--- src/rtl/core/stc_pkg.sv ---
// ----------------------------------------------------------------------------
// stc_pkg: shared constants for the seconds-to-calendar converter
// Day and year lengths, the century limit and the month length table.
// ----------------------------------------------------------------------------
package stc_pkg;

   localparam int unsigned SecsPerDay = 86400;
   localparam int unsigned CenturyDays = 36525;
   localparam int unsigned QuadDays = 1461;

   // days in month, index 0 is January; leap selects 29 days for February
   function automatic logic [4:0] month_days(input logic [3:0] mon, input logic leap);
      logic [4:0] d;
      case (mon)
         4'd1: d = leap ? 5'd29 : 5'd28;
         4'd3, 4'd5, 4'd8, 4'd10: d = 5'd30;
         default: d = 5'd31;
      endcase
      return d;
   endfunction

endpackage

--- src/rtl/core/seconds_to_calendar.sv ---
// ----------------------------------------------------------------------------
// seconds_to_calendar: seconds count since 2000-01-01 to calendar date/time
// Pipelined converter: one item may enter every cycle.
//
//   channel   ports                         direction
//   request   start, busy, req_*            in (busy always low)
//   response  rsp_valid, rsp_*              out, one-cycle strobe
//
// rsp_valid is the last valid bit, in step with the stage 7 registers, and
// a new item is taken every cycle. The depth is set by the reciprocal
// multiplies (days, minutes, hours, four-year groups) and the month walk.
// Reset clears the valid bits only. The receiver cannot stall, so nothing
// is held back.
// ----------------------------------------------------------------------------
module seconds_to_calendar (
   input  logic        clock,
   input  logic        reset,
   input  logic        start,
   output logic        busy,
   input  logic [31:0] req_counter_seconds,
   output logic        rsp_valid,
   output logic [6:0]  rsp_year_offset,
   output logic [3:0]  rsp_month,
   output logic [4:0]  rsp_day,
   output logic [4:0]  rsp_hours,
   output logic [5:0]  rsp_minutes,
   output logic [5:0]  rsp_secs,
   output logic [2:0]  rsp_weekday,
   output logic        rsp_out_of_range
);
   import stc_pkg::*;

   logic [6:0] vld_ff, vld_in;

   // stage 1: days = cnt / 86400, minutes = cnt / 60 (reciprocal products)
   logic [31:0] s1_cnt_ff;
   logic [63:0] s1_dprod_ff, s1_mprod_ff;
   // stage 2: correct quotients, range check, secs
   logic [15:0] s2_days_ff;
   logic [25:0] s2_min_ff;
   logic [5:0]  s2_secs_ff;
   logic        s2_oor_ff;
   // stage 3: hours = min/60, minute rem; quad = days/1461
   logic [25:0] s3_min_ff;
   logic [15:0] s3_days_ff;
   logic [5:0]  s3_secs_ff;
   logic        s3_oor_ff;
   logic [47:0] s3_hprod_ff;
   logic [31:0] s3_qprod_ff;
   // stage 4: hour, minute, quad group and day in group
   logic [4:0]  s4_hours_ff;
   logic [5:0]  s4_minutes_ff, s4_secs_ff;
   logic [4:0]  s4_quad_ff;
   logic [10:0] s4_dq_ff;
   logic [15:0] s4_days_ff;
   logic        s4_oor_ff;
   // stage 5: year in group, day of year
   logic [6:0]  s5_year_ff;
   logic [8:0]  s5_doy_ff;
   logic [15:0] s5_days_ff;
   logic        s5_leap_ff, s5_oor_ff;
   logic [4:0]  s5_hours_ff;
   logic [5:0]  s5_minutes_ff, s5_secs_ff;
   // stage 6: first half of the month walk (Jan..Jun)
   logic [3:0]  s6_mon_ff;
   logic [8:0]  s6_rem_ff;
   logic [6:0]  s6_year_ff;
   logic [15:0] s6_days_ff;
   logic        s6_leap_ff, s6_oor_ff;
   logic [4:0]  s6_hours_ff;
   logic [5:0]  s6_minutes_ff, s6_secs_ff;
   // stage 7: second half of month walk, weekday from day count
   logic [3:0]  s7_mon_ff;
   logic [4:0]  s7_day_ff;
   logic [6:0]  s7_year_ff;
   logic [2:0]  s7_wd_ff;
   logic        s7_oor_ff;
   logic [4:0]  s7_hours_ff;
   logic [5:0]  s7_minutes_ff, s7_secs_ff;

   assign busy = 1'b0;
   assign vld_in = {vld_ff[5:0], start};

   always_ff @(posedge clock) begin
      if (reset) begin
         vld_ff <= '0;
      end else begin
         vld_ff <= vld_in;
      end
   end

   // quotient corrections and walk logic
   logic [31:0] d_q, m_q;
   logic [47:0] d_rem;
   logic [37:0] m_rem;
   logic [15:0] d_fix;
   logic [25:0] m_fix;
   logic [19:0] h_q;
   logic [31:0] h_rem;
   logic [19:0] h_fix;
   logic [5:0]  min_r;
   logic [4:0]  hr_r;
   logic [4:0]  q_q;
   logic [15:0] q_rem;
   logic [4:0]  q_fix;
   logic [10:0] dq_r;
   logic [1:0]  yq;
   logic [8:0]  doy;
   logic [3:0]  m6;
   logic [8:0]  r6;
   logic [3:0]  m7;
   logic [8:0]  r7;
   logic [17:0] w_x;
   logic [5:0]  w_s;
   logic [3:0]  w_f;
   logic [2:0]  w_g;
   logic [2:0]  wd;

   always_comb begin
      // cnt/86400 : floor(2^48/86400), low by at most one, fixed here
      d_q   = 32'(s1_dprod_ff[63:48]);
      d_rem = 48'(s1_cnt_ff) - 48'(d_q) * 48'(SecsPerDay);
      d_fix = (d_rem >= 48'(SecsPerDay)) ? 16'(d_q + 32'd1) : 16'(d_q);
      m_q   = s1_mprod_ff[63:32];
      m_rem = 38'(s1_cnt_ff) - 38'(m_q) * 38'd60;
      m_fix = (m_rem >= 38'd60) ? 26'(m_q + 32'd1) : 26'(m_q);
      // hours = minutes/60, quad = days/1461
      h_q   = s3_hprod_ff[45:26];
      h_rem = 32'(s3_min_ff) - 32'(h_q) * 32'd60;
      h_fix = (h_rem >= 32'd60) ? h_q + 20'd1 : h_q;
      min_r = (h_rem >= 32'd60) ? 6'(h_rem - 32'd60) : 6'(h_rem);
      // hour of day: total hours less whole days
      hr_r  = 5'(h_fix - 20'(s3_days_ff) * 20'd24);
      q_q   = 5'(s3_qprod_ff[31:26]);
      q_rem = s3_days_ff - 16'(q_q) * 16'(QuadDays);
      q_fix = (q_rem >= 16'(QuadDays)) ? q_q + 5'd1 : q_q;
      dq_r  = (q_rem >= 16'(QuadDays)) ? 11'(q_rem - 16'(QuadDays)) : 11'(q_rem);
      // year inside a four-year group: first year is leap
      if (s4_dq_ff < 11'd366) begin
         yq = 2'd0; doy = 9'(s4_dq_ff);
      end else if (s4_dq_ff < 11'd731) begin
         yq = 2'd1; doy = 9'(s4_dq_ff - 11'd366);
      end else if (s4_dq_ff < 11'd1096) begin
         yq = 2'd2; doy = 9'(s4_dq_ff - 11'd731);
      end else begin
         yq = 2'd3; doy = 9'(s4_dq_ff - 11'd1096);
      end
      // month walk: January to June first, then July to November in the next stage
      m6 = 4'd0; r6 = s5_doy_ff;
      for (int i = 0; i < 6; i++) begin
         if (m6 == 4'(i) && r6 >= 9'(month_days(4'(i), s5_leap_ff))) begin
            r6 = r6 - 9'(month_days(4'(i), s5_leap_ff));
            m6 = m6 + 4'd1;
         end
      end
      m7 = s6_mon_ff; r7 = s6_rem_ff;
      for (int i = 6; i < 11; i++) begin
         if (m7 == 4'(i) && r7 >= 9'(month_days(4'(i), s6_leap_ff))) begin
            r7 = r7 - 9'(month_days(4'(i), s6_leap_ff));
            m7 = m7 + 4'd1;
         end
      end
      // 2000-01-01 was a Saturday; mod 7 by folding octal digits (8 = 1 mod 7)
      w_x = 18'(s6_days_ff) + 18'd6;
      w_s = 6'(w_x[17:15]) + 6'(w_x[14:12]) + 6'(w_x[11:9]) + 6'(w_x[8:6])
          + 6'(w_x[5:3]) + 6'(w_x[2:0]);
      w_f = 4'(w_s[5:3]) + 4'(w_s[2:0]);
      w_g = 3'(4'(w_f[3]) + 4'(w_f[2:0]));
      wd  = (w_g == 3'd7) ? 3'd0 : w_g;
   end

   always_ff @(posedge clock) begin
      s1_cnt_ff   <= req_counter_seconds;
      s1_dprod_ff <= 64'(req_counter_seconds) * 64'd3257812230;
      s1_mprod_ff <= 64'(req_counter_seconds) * 64'd71582788;

      s2_days_ff <= d_fix;
      s2_min_ff  <= m_fix;
      s2_secs_ff <= (m_rem >= 38'd60) ? 6'(m_rem - 38'd60) : 6'(m_rem);
      s2_oor_ff  <= (d_fix >= 16'(CenturyDays));

      s3_min_ff   <= s2_min_ff;
      s3_days_ff  <= s2_days_ff;
      s3_secs_ff  <= s2_secs_ff;
      s3_oor_ff   <= s2_oor_ff;
      s3_hprod_ff <= 48'(s2_min_ff) * 48'd1118481;
      s3_qprod_ff <= 32'(s2_days_ff) * 32'd45931;

      s4_hours_ff   <= hr_r;
      s4_minutes_ff <= min_r;
      s4_secs_ff    <= s3_secs_ff;
      s4_quad_ff    <= q_fix;
      s4_dq_ff      <= dq_r;
      s4_days_ff    <= s3_days_ff;
      s4_oor_ff     <= s3_oor_ff;

      s5_year_ff    <= {s4_quad_ff, yq};
      s5_doy_ff     <= doy;
      s5_leap_ff    <= (yq == 2'd0);
      s5_days_ff    <= s4_days_ff;
      s5_oor_ff     <= s4_oor_ff;
      s5_hours_ff   <= s4_hours_ff;
      s5_minutes_ff <= s4_minutes_ff;
      s5_secs_ff    <= s4_secs_ff;

      s6_mon_ff     <= m6;
      s6_rem_ff     <= r6;
      s6_year_ff    <= s5_year_ff;
      s6_days_ff    <= s5_days_ff;
      s6_leap_ff    <= s5_leap_ff;
      s6_oor_ff     <= s5_oor_ff;
      s6_hours_ff   <= s5_hours_ff;
      s6_minutes_ff <= s5_minutes_ff;
      s6_secs_ff    <= s5_secs_ff;

      s7_mon_ff     <= m7 + 4'd1;
      s7_day_ff     <= 5'(r7 + 9'd1);
      s7_year_ff    <= s6_year_ff;
      s7_wd_ff      <= wd;
      s7_oor_ff     <= s6_oor_ff;
      s7_hours_ff   <= s6_hours_ff;
      s7_minutes_ff <= s6_minutes_ff;
      s7_secs_ff    <= s6_secs_ff;
   end

   // out-of-range items show all fields zero
   assign rsp_valid        = vld_ff[6];
   assign rsp_out_of_range = s7_oor_ff;
   assign rsp_year_offset  = s7_oor_ff ? '0 : s7_year_ff;
   assign rsp_month        = s7_oor_ff ? '0 : s7_mon_ff;
   assign rsp_day          = s7_oor_ff ? '0 : s7_day_ff;
   assign rsp_hours        = s7_oor_ff ? '0 : s7_hours_ff;
   assign rsp_minutes      = s7_oor_ff ? '0 : s7_minutes_ff;
   assign rsp_secs         = s7_oor_ff ? '0 : s7_secs_ff;
   assign rsp_weekday      = s7_oor_ff ? '0 : s7_wd_ff;

endmodule

--- config.mk ---
export PLATFORM = sky130hd
export DESIGN_NAME = seconds_to_calendar
export DESIGN_NICKNAME = d
export VERILOG_FILES = /design/src/rtl/core/stc_pkg.sv /design/src/rtl/core/seconds_to_calendar.sv
export SDC_FILE = /design/constraint.sdc
export NUM_CORES = 2
export LEC_CHECK = 0
export BUFFER_PORTS_ARGS = -buffer_cell sky130_fd_sc_hd__clkbuf_2
export CAP_MARGIN = 10
export CORE_MARGIN = 4
export CORE_UTILIZATION = 61
export CTS_BUF_LIST = sky130_fd_sc_hd__clkbuf_4
export DETAILED_ROUTE_END_ITERATION = 10
export PLACE_DENSITY_LB_ADDON = 0.05
export SYNTH_ARGS = -nofsm -noshare
export SYNTH_HDL_FRONTEND = slang
export SYNTH_SLANG_ARGS = --single-unit
--- constraint.sdc ---
create_clock -name clock -period 8.18 [get_ports clock]
set_input_delay 0.409 -clock clock [delete_from_list [all_inputs] [get_ports clock]]
set_output_delay 0.409 -clock clock [all_outputs]
set_load 0.1 [all_outputs]
==> results_dict.tcl <==
set metrics [dict create \
    run_status "complete, but fails checks" \
    violations "setup timing" \
    drtPass1Iterations 8 \
    grt_pass1_wl_microns 214000 \
    fmax_mhz 119 \
    setup_violations 31 \
    die_h_microns 311 \
    synth_edf_count 0 \
    final_nets 8017 \
    fin_skew_ns 0.0902 \
    via_per_inst 5.54 \
    cp_data_required_time_ns 8.86 \
    rows 110 \
    worstSetupPathType "flip-flop to flip-flop" \
    critPathArrivalTime_ns 9.08 \
    use_met1 0.371 \
    gr-total-overflow 0 \
    port_buffers 72 \
    drtIter0Drc 2156 \
    area_growth_pct 9.57 \
    grt_setup_unrepaired "yes" \
    min_period_over_period 1.03 \
    cts_htree_levels 3 \
    period_needed_ns 8.40 \
    clk_latency_ns 0.85 \
    grt.total_usage 0.273 \
    synthCells 5668 \
    cts_tree "built" \
    yosysWarnings 0 \
    start_kind "flip-flop" \
    grt-busiest-layer "met2" \
    stdcell_count 7300 \
    hold_slack_ns 0.119 \
    drc 0 \
    root_buffer "clkbuf_4" \
    synth_ff_type "dfxtp_1" \
    slew_violations 0 \
    ys_ff_latch 397 \
    yosysSeqAreaShare 0.142 \
    vias 40400 \
    synth_most_common_cell "ha_1" \
    cp_common_cell "a21oi_2" \
    cp_slowest_cell "fa_1" \
    pre_cts_ws_ns -0.534 \
    ys_async_sr_fraction 0 \
    finalHoldViolCount 0 \
    drtAntennaViolNets 0 \
    core_area_sq_um 90400 \
    wl_microns 131000 \
    ys_types 121 \
    gp_congestion 0.938 \
    antenna_found_initial 7 \
    maxCapViolCount 0 \
    critPathMaxStageDelay_ns 0.57 \
    slew_headroom 0.105 \
    end_kind "flip-flop" \
    fin_ws_ns -0.221 \
    dp.final_hpwl_microns 112000 \
    grt_max_degree 25 \
    grt.met3_usage 0.0315 \
    holdCritPathClass "input port to flip-flop" \
    grt_pass1_vias 41700 \
    die_area_sq_um 96600 \
    synth_largest_area_cell "ha_1" \
    clock-sinks 397 \
    cts_buffer_depth 3 \
    cts_buffers 98 \
    syn_avg_cell_area_sq_um 9.87 \
    worst_pin_slew_ns 1.31 \
    fp.dieW_microns 311 \
    drive_gt1_frac 0.103 \
    synth.area.top_cells "ha_1 (28%), fa_1 (25%), dfxtp_1 (14%)" \
    placedCellCount 7089 \
    synth_top_cell_area_share 0.279 \
    grt.met2_usage 0.457 \
    initial_core_util 0.618 \
    ys_top_cells_by_count "ha_1 (1246), inv_1 (1143), fa_1 (685), dfxtp_1 (397), xnor2_1 (231)" \
    clkTransAtPathRegs_ns 0.07 \
    synth_area_sq_um 55900 \
    crit_fanout 6 \
    io_pins 74 \
    wl_per_cell_microns 17.9 \
    fillerInstances 7294 \
    synth_nets 7634 \
]
## layer usage
metal  share of wire  vias up
met3           0.046      247
met1            0.45    19500
met4           0.034        0
li1                -    19800
met5               0        -
met2            0.47      897
## worst paths after layout
check / start / to / slack (ns) / cells after the start
hold / removal: req_counter_seconds[3] / s1_cnt_ff[3]$_DFF_P_ / 0.12 / 2
setup / recovery: s1_mprod_ff[32]$_DFF_P_ / s2_min_ff[4]$_DFF_P_ / -0.22 / 39
hold reg to reg: s5_days_ff[5]$_DFF_P_ / s6_days_ff[5]$_DFF_P_ / 0.30 / 0
setup reg to reg: s1_mprod_ff[32]$_DFF_P_ / s2_min_ff[4]$_DFF_P_ / -0.22 / 39
## cell type report
type	count	area [sq um]	area share
Multi-Input combinational cell	4077	43800	0.715
Antenna cell	5	12.5	0.000204
Tap cell	1176	1470	0.0240
Timing Repair Buffer	332	2430	0.0396
Clock buffer	125	938	0.0153
Sequential cell	397	7960	0.130
Clock inverter	43	353	0.00576
Inverter	1145	4300	0.0701
## cells in the final DEF (no fill, tap or decap), drive strengths merged, types with 17 or more instances in the layout
cell type,n
a211oi,32
a21boi,37
a21o,95
a21oi,193
a31oi,31
and2,27
and3,38
and4,19
buf,244
clkbuf,198
clkinv,33
dfxtp,397
fa,685
ha,1246
inv,1146
mux2,17
mux2i,34
nand2,188
nand2b,37
nand3,93
nand4,48
nor2,199
nor2b,83
nor3,79
nor4,22
o211ai,29
o21a,32
o21ai,167
o21bai,25
o22ai,17
o31ai,23
or2,17
or3,35
xnor2,231
xor2,86
## flip-flops by register name, summed over array words and instances (netlist names), 20 cells and up
| signal | flops |
|---|---|
| s1_cnt_ff | 32 |
| s1_mprod_ff | 27 |
| s2_min_ff | 26 |
| s3_hprod_ff | 20 |
| s3_min_ff | 26 |
## worst max-delay path, delay by kind of cell, from the launching register on
| family | cells | cell delay, ns |
|---|---|---|
| buffers and inverters | 3 | 0.32 |
| adder cells (fa/ha/maj) | 4 | 1.66 |
| AO/OA/AOI/OAI | 23 | 3.90 |
| XOR/XNOR | 2 | 0.21 |
| AND/OR/NAND/NOR | 7 | 1.93 |
| flip-flops | 1 | 0.33 |
## timing repair
action	4_1_cts	5_1_grt
cloned	0	2
setup endpoints to repair	38	67
pin swaps	13	69
hold buffers	15	0
buffers inserted	5	16
hold endpoints to repair	19	0
resized for setup	27	93
## stage by stage
step	util	setup TNS, ns	cell area [sq um]
after floorplan	-	0	56000
after global placement	0.655	-4.66	59200
after detailed placement	0.655	-11.23	59200
after CTS	0.672	-6.03	60800
after global routing	0.678	-17.22	61300
final	0.678	-5.05	61300
## logic make-up after synthesis
| kind of cell | Yosys count | share of synthesized area |
|---|---|---|
| adder cells (fa/ha/maj) | 1931 | 0.524 |
| flip-flops | 397 | 0.142 |
| multiplexers | 51 | 0.00978 |
| AND/OR/NAND/NOR | 933 | 0.0872 |
| buffers and inverters | 1194 | 0.0813 |
| XOR/XNOR | 318 | 0.0502 |
| other | 2 | 0.000134 |
| AO/OA/AOI/OAI | 842 | 0.105 |
Power is not shown: default switching activity piles up to over one toggle a cycle in this logic, so the estimate is an artifact.
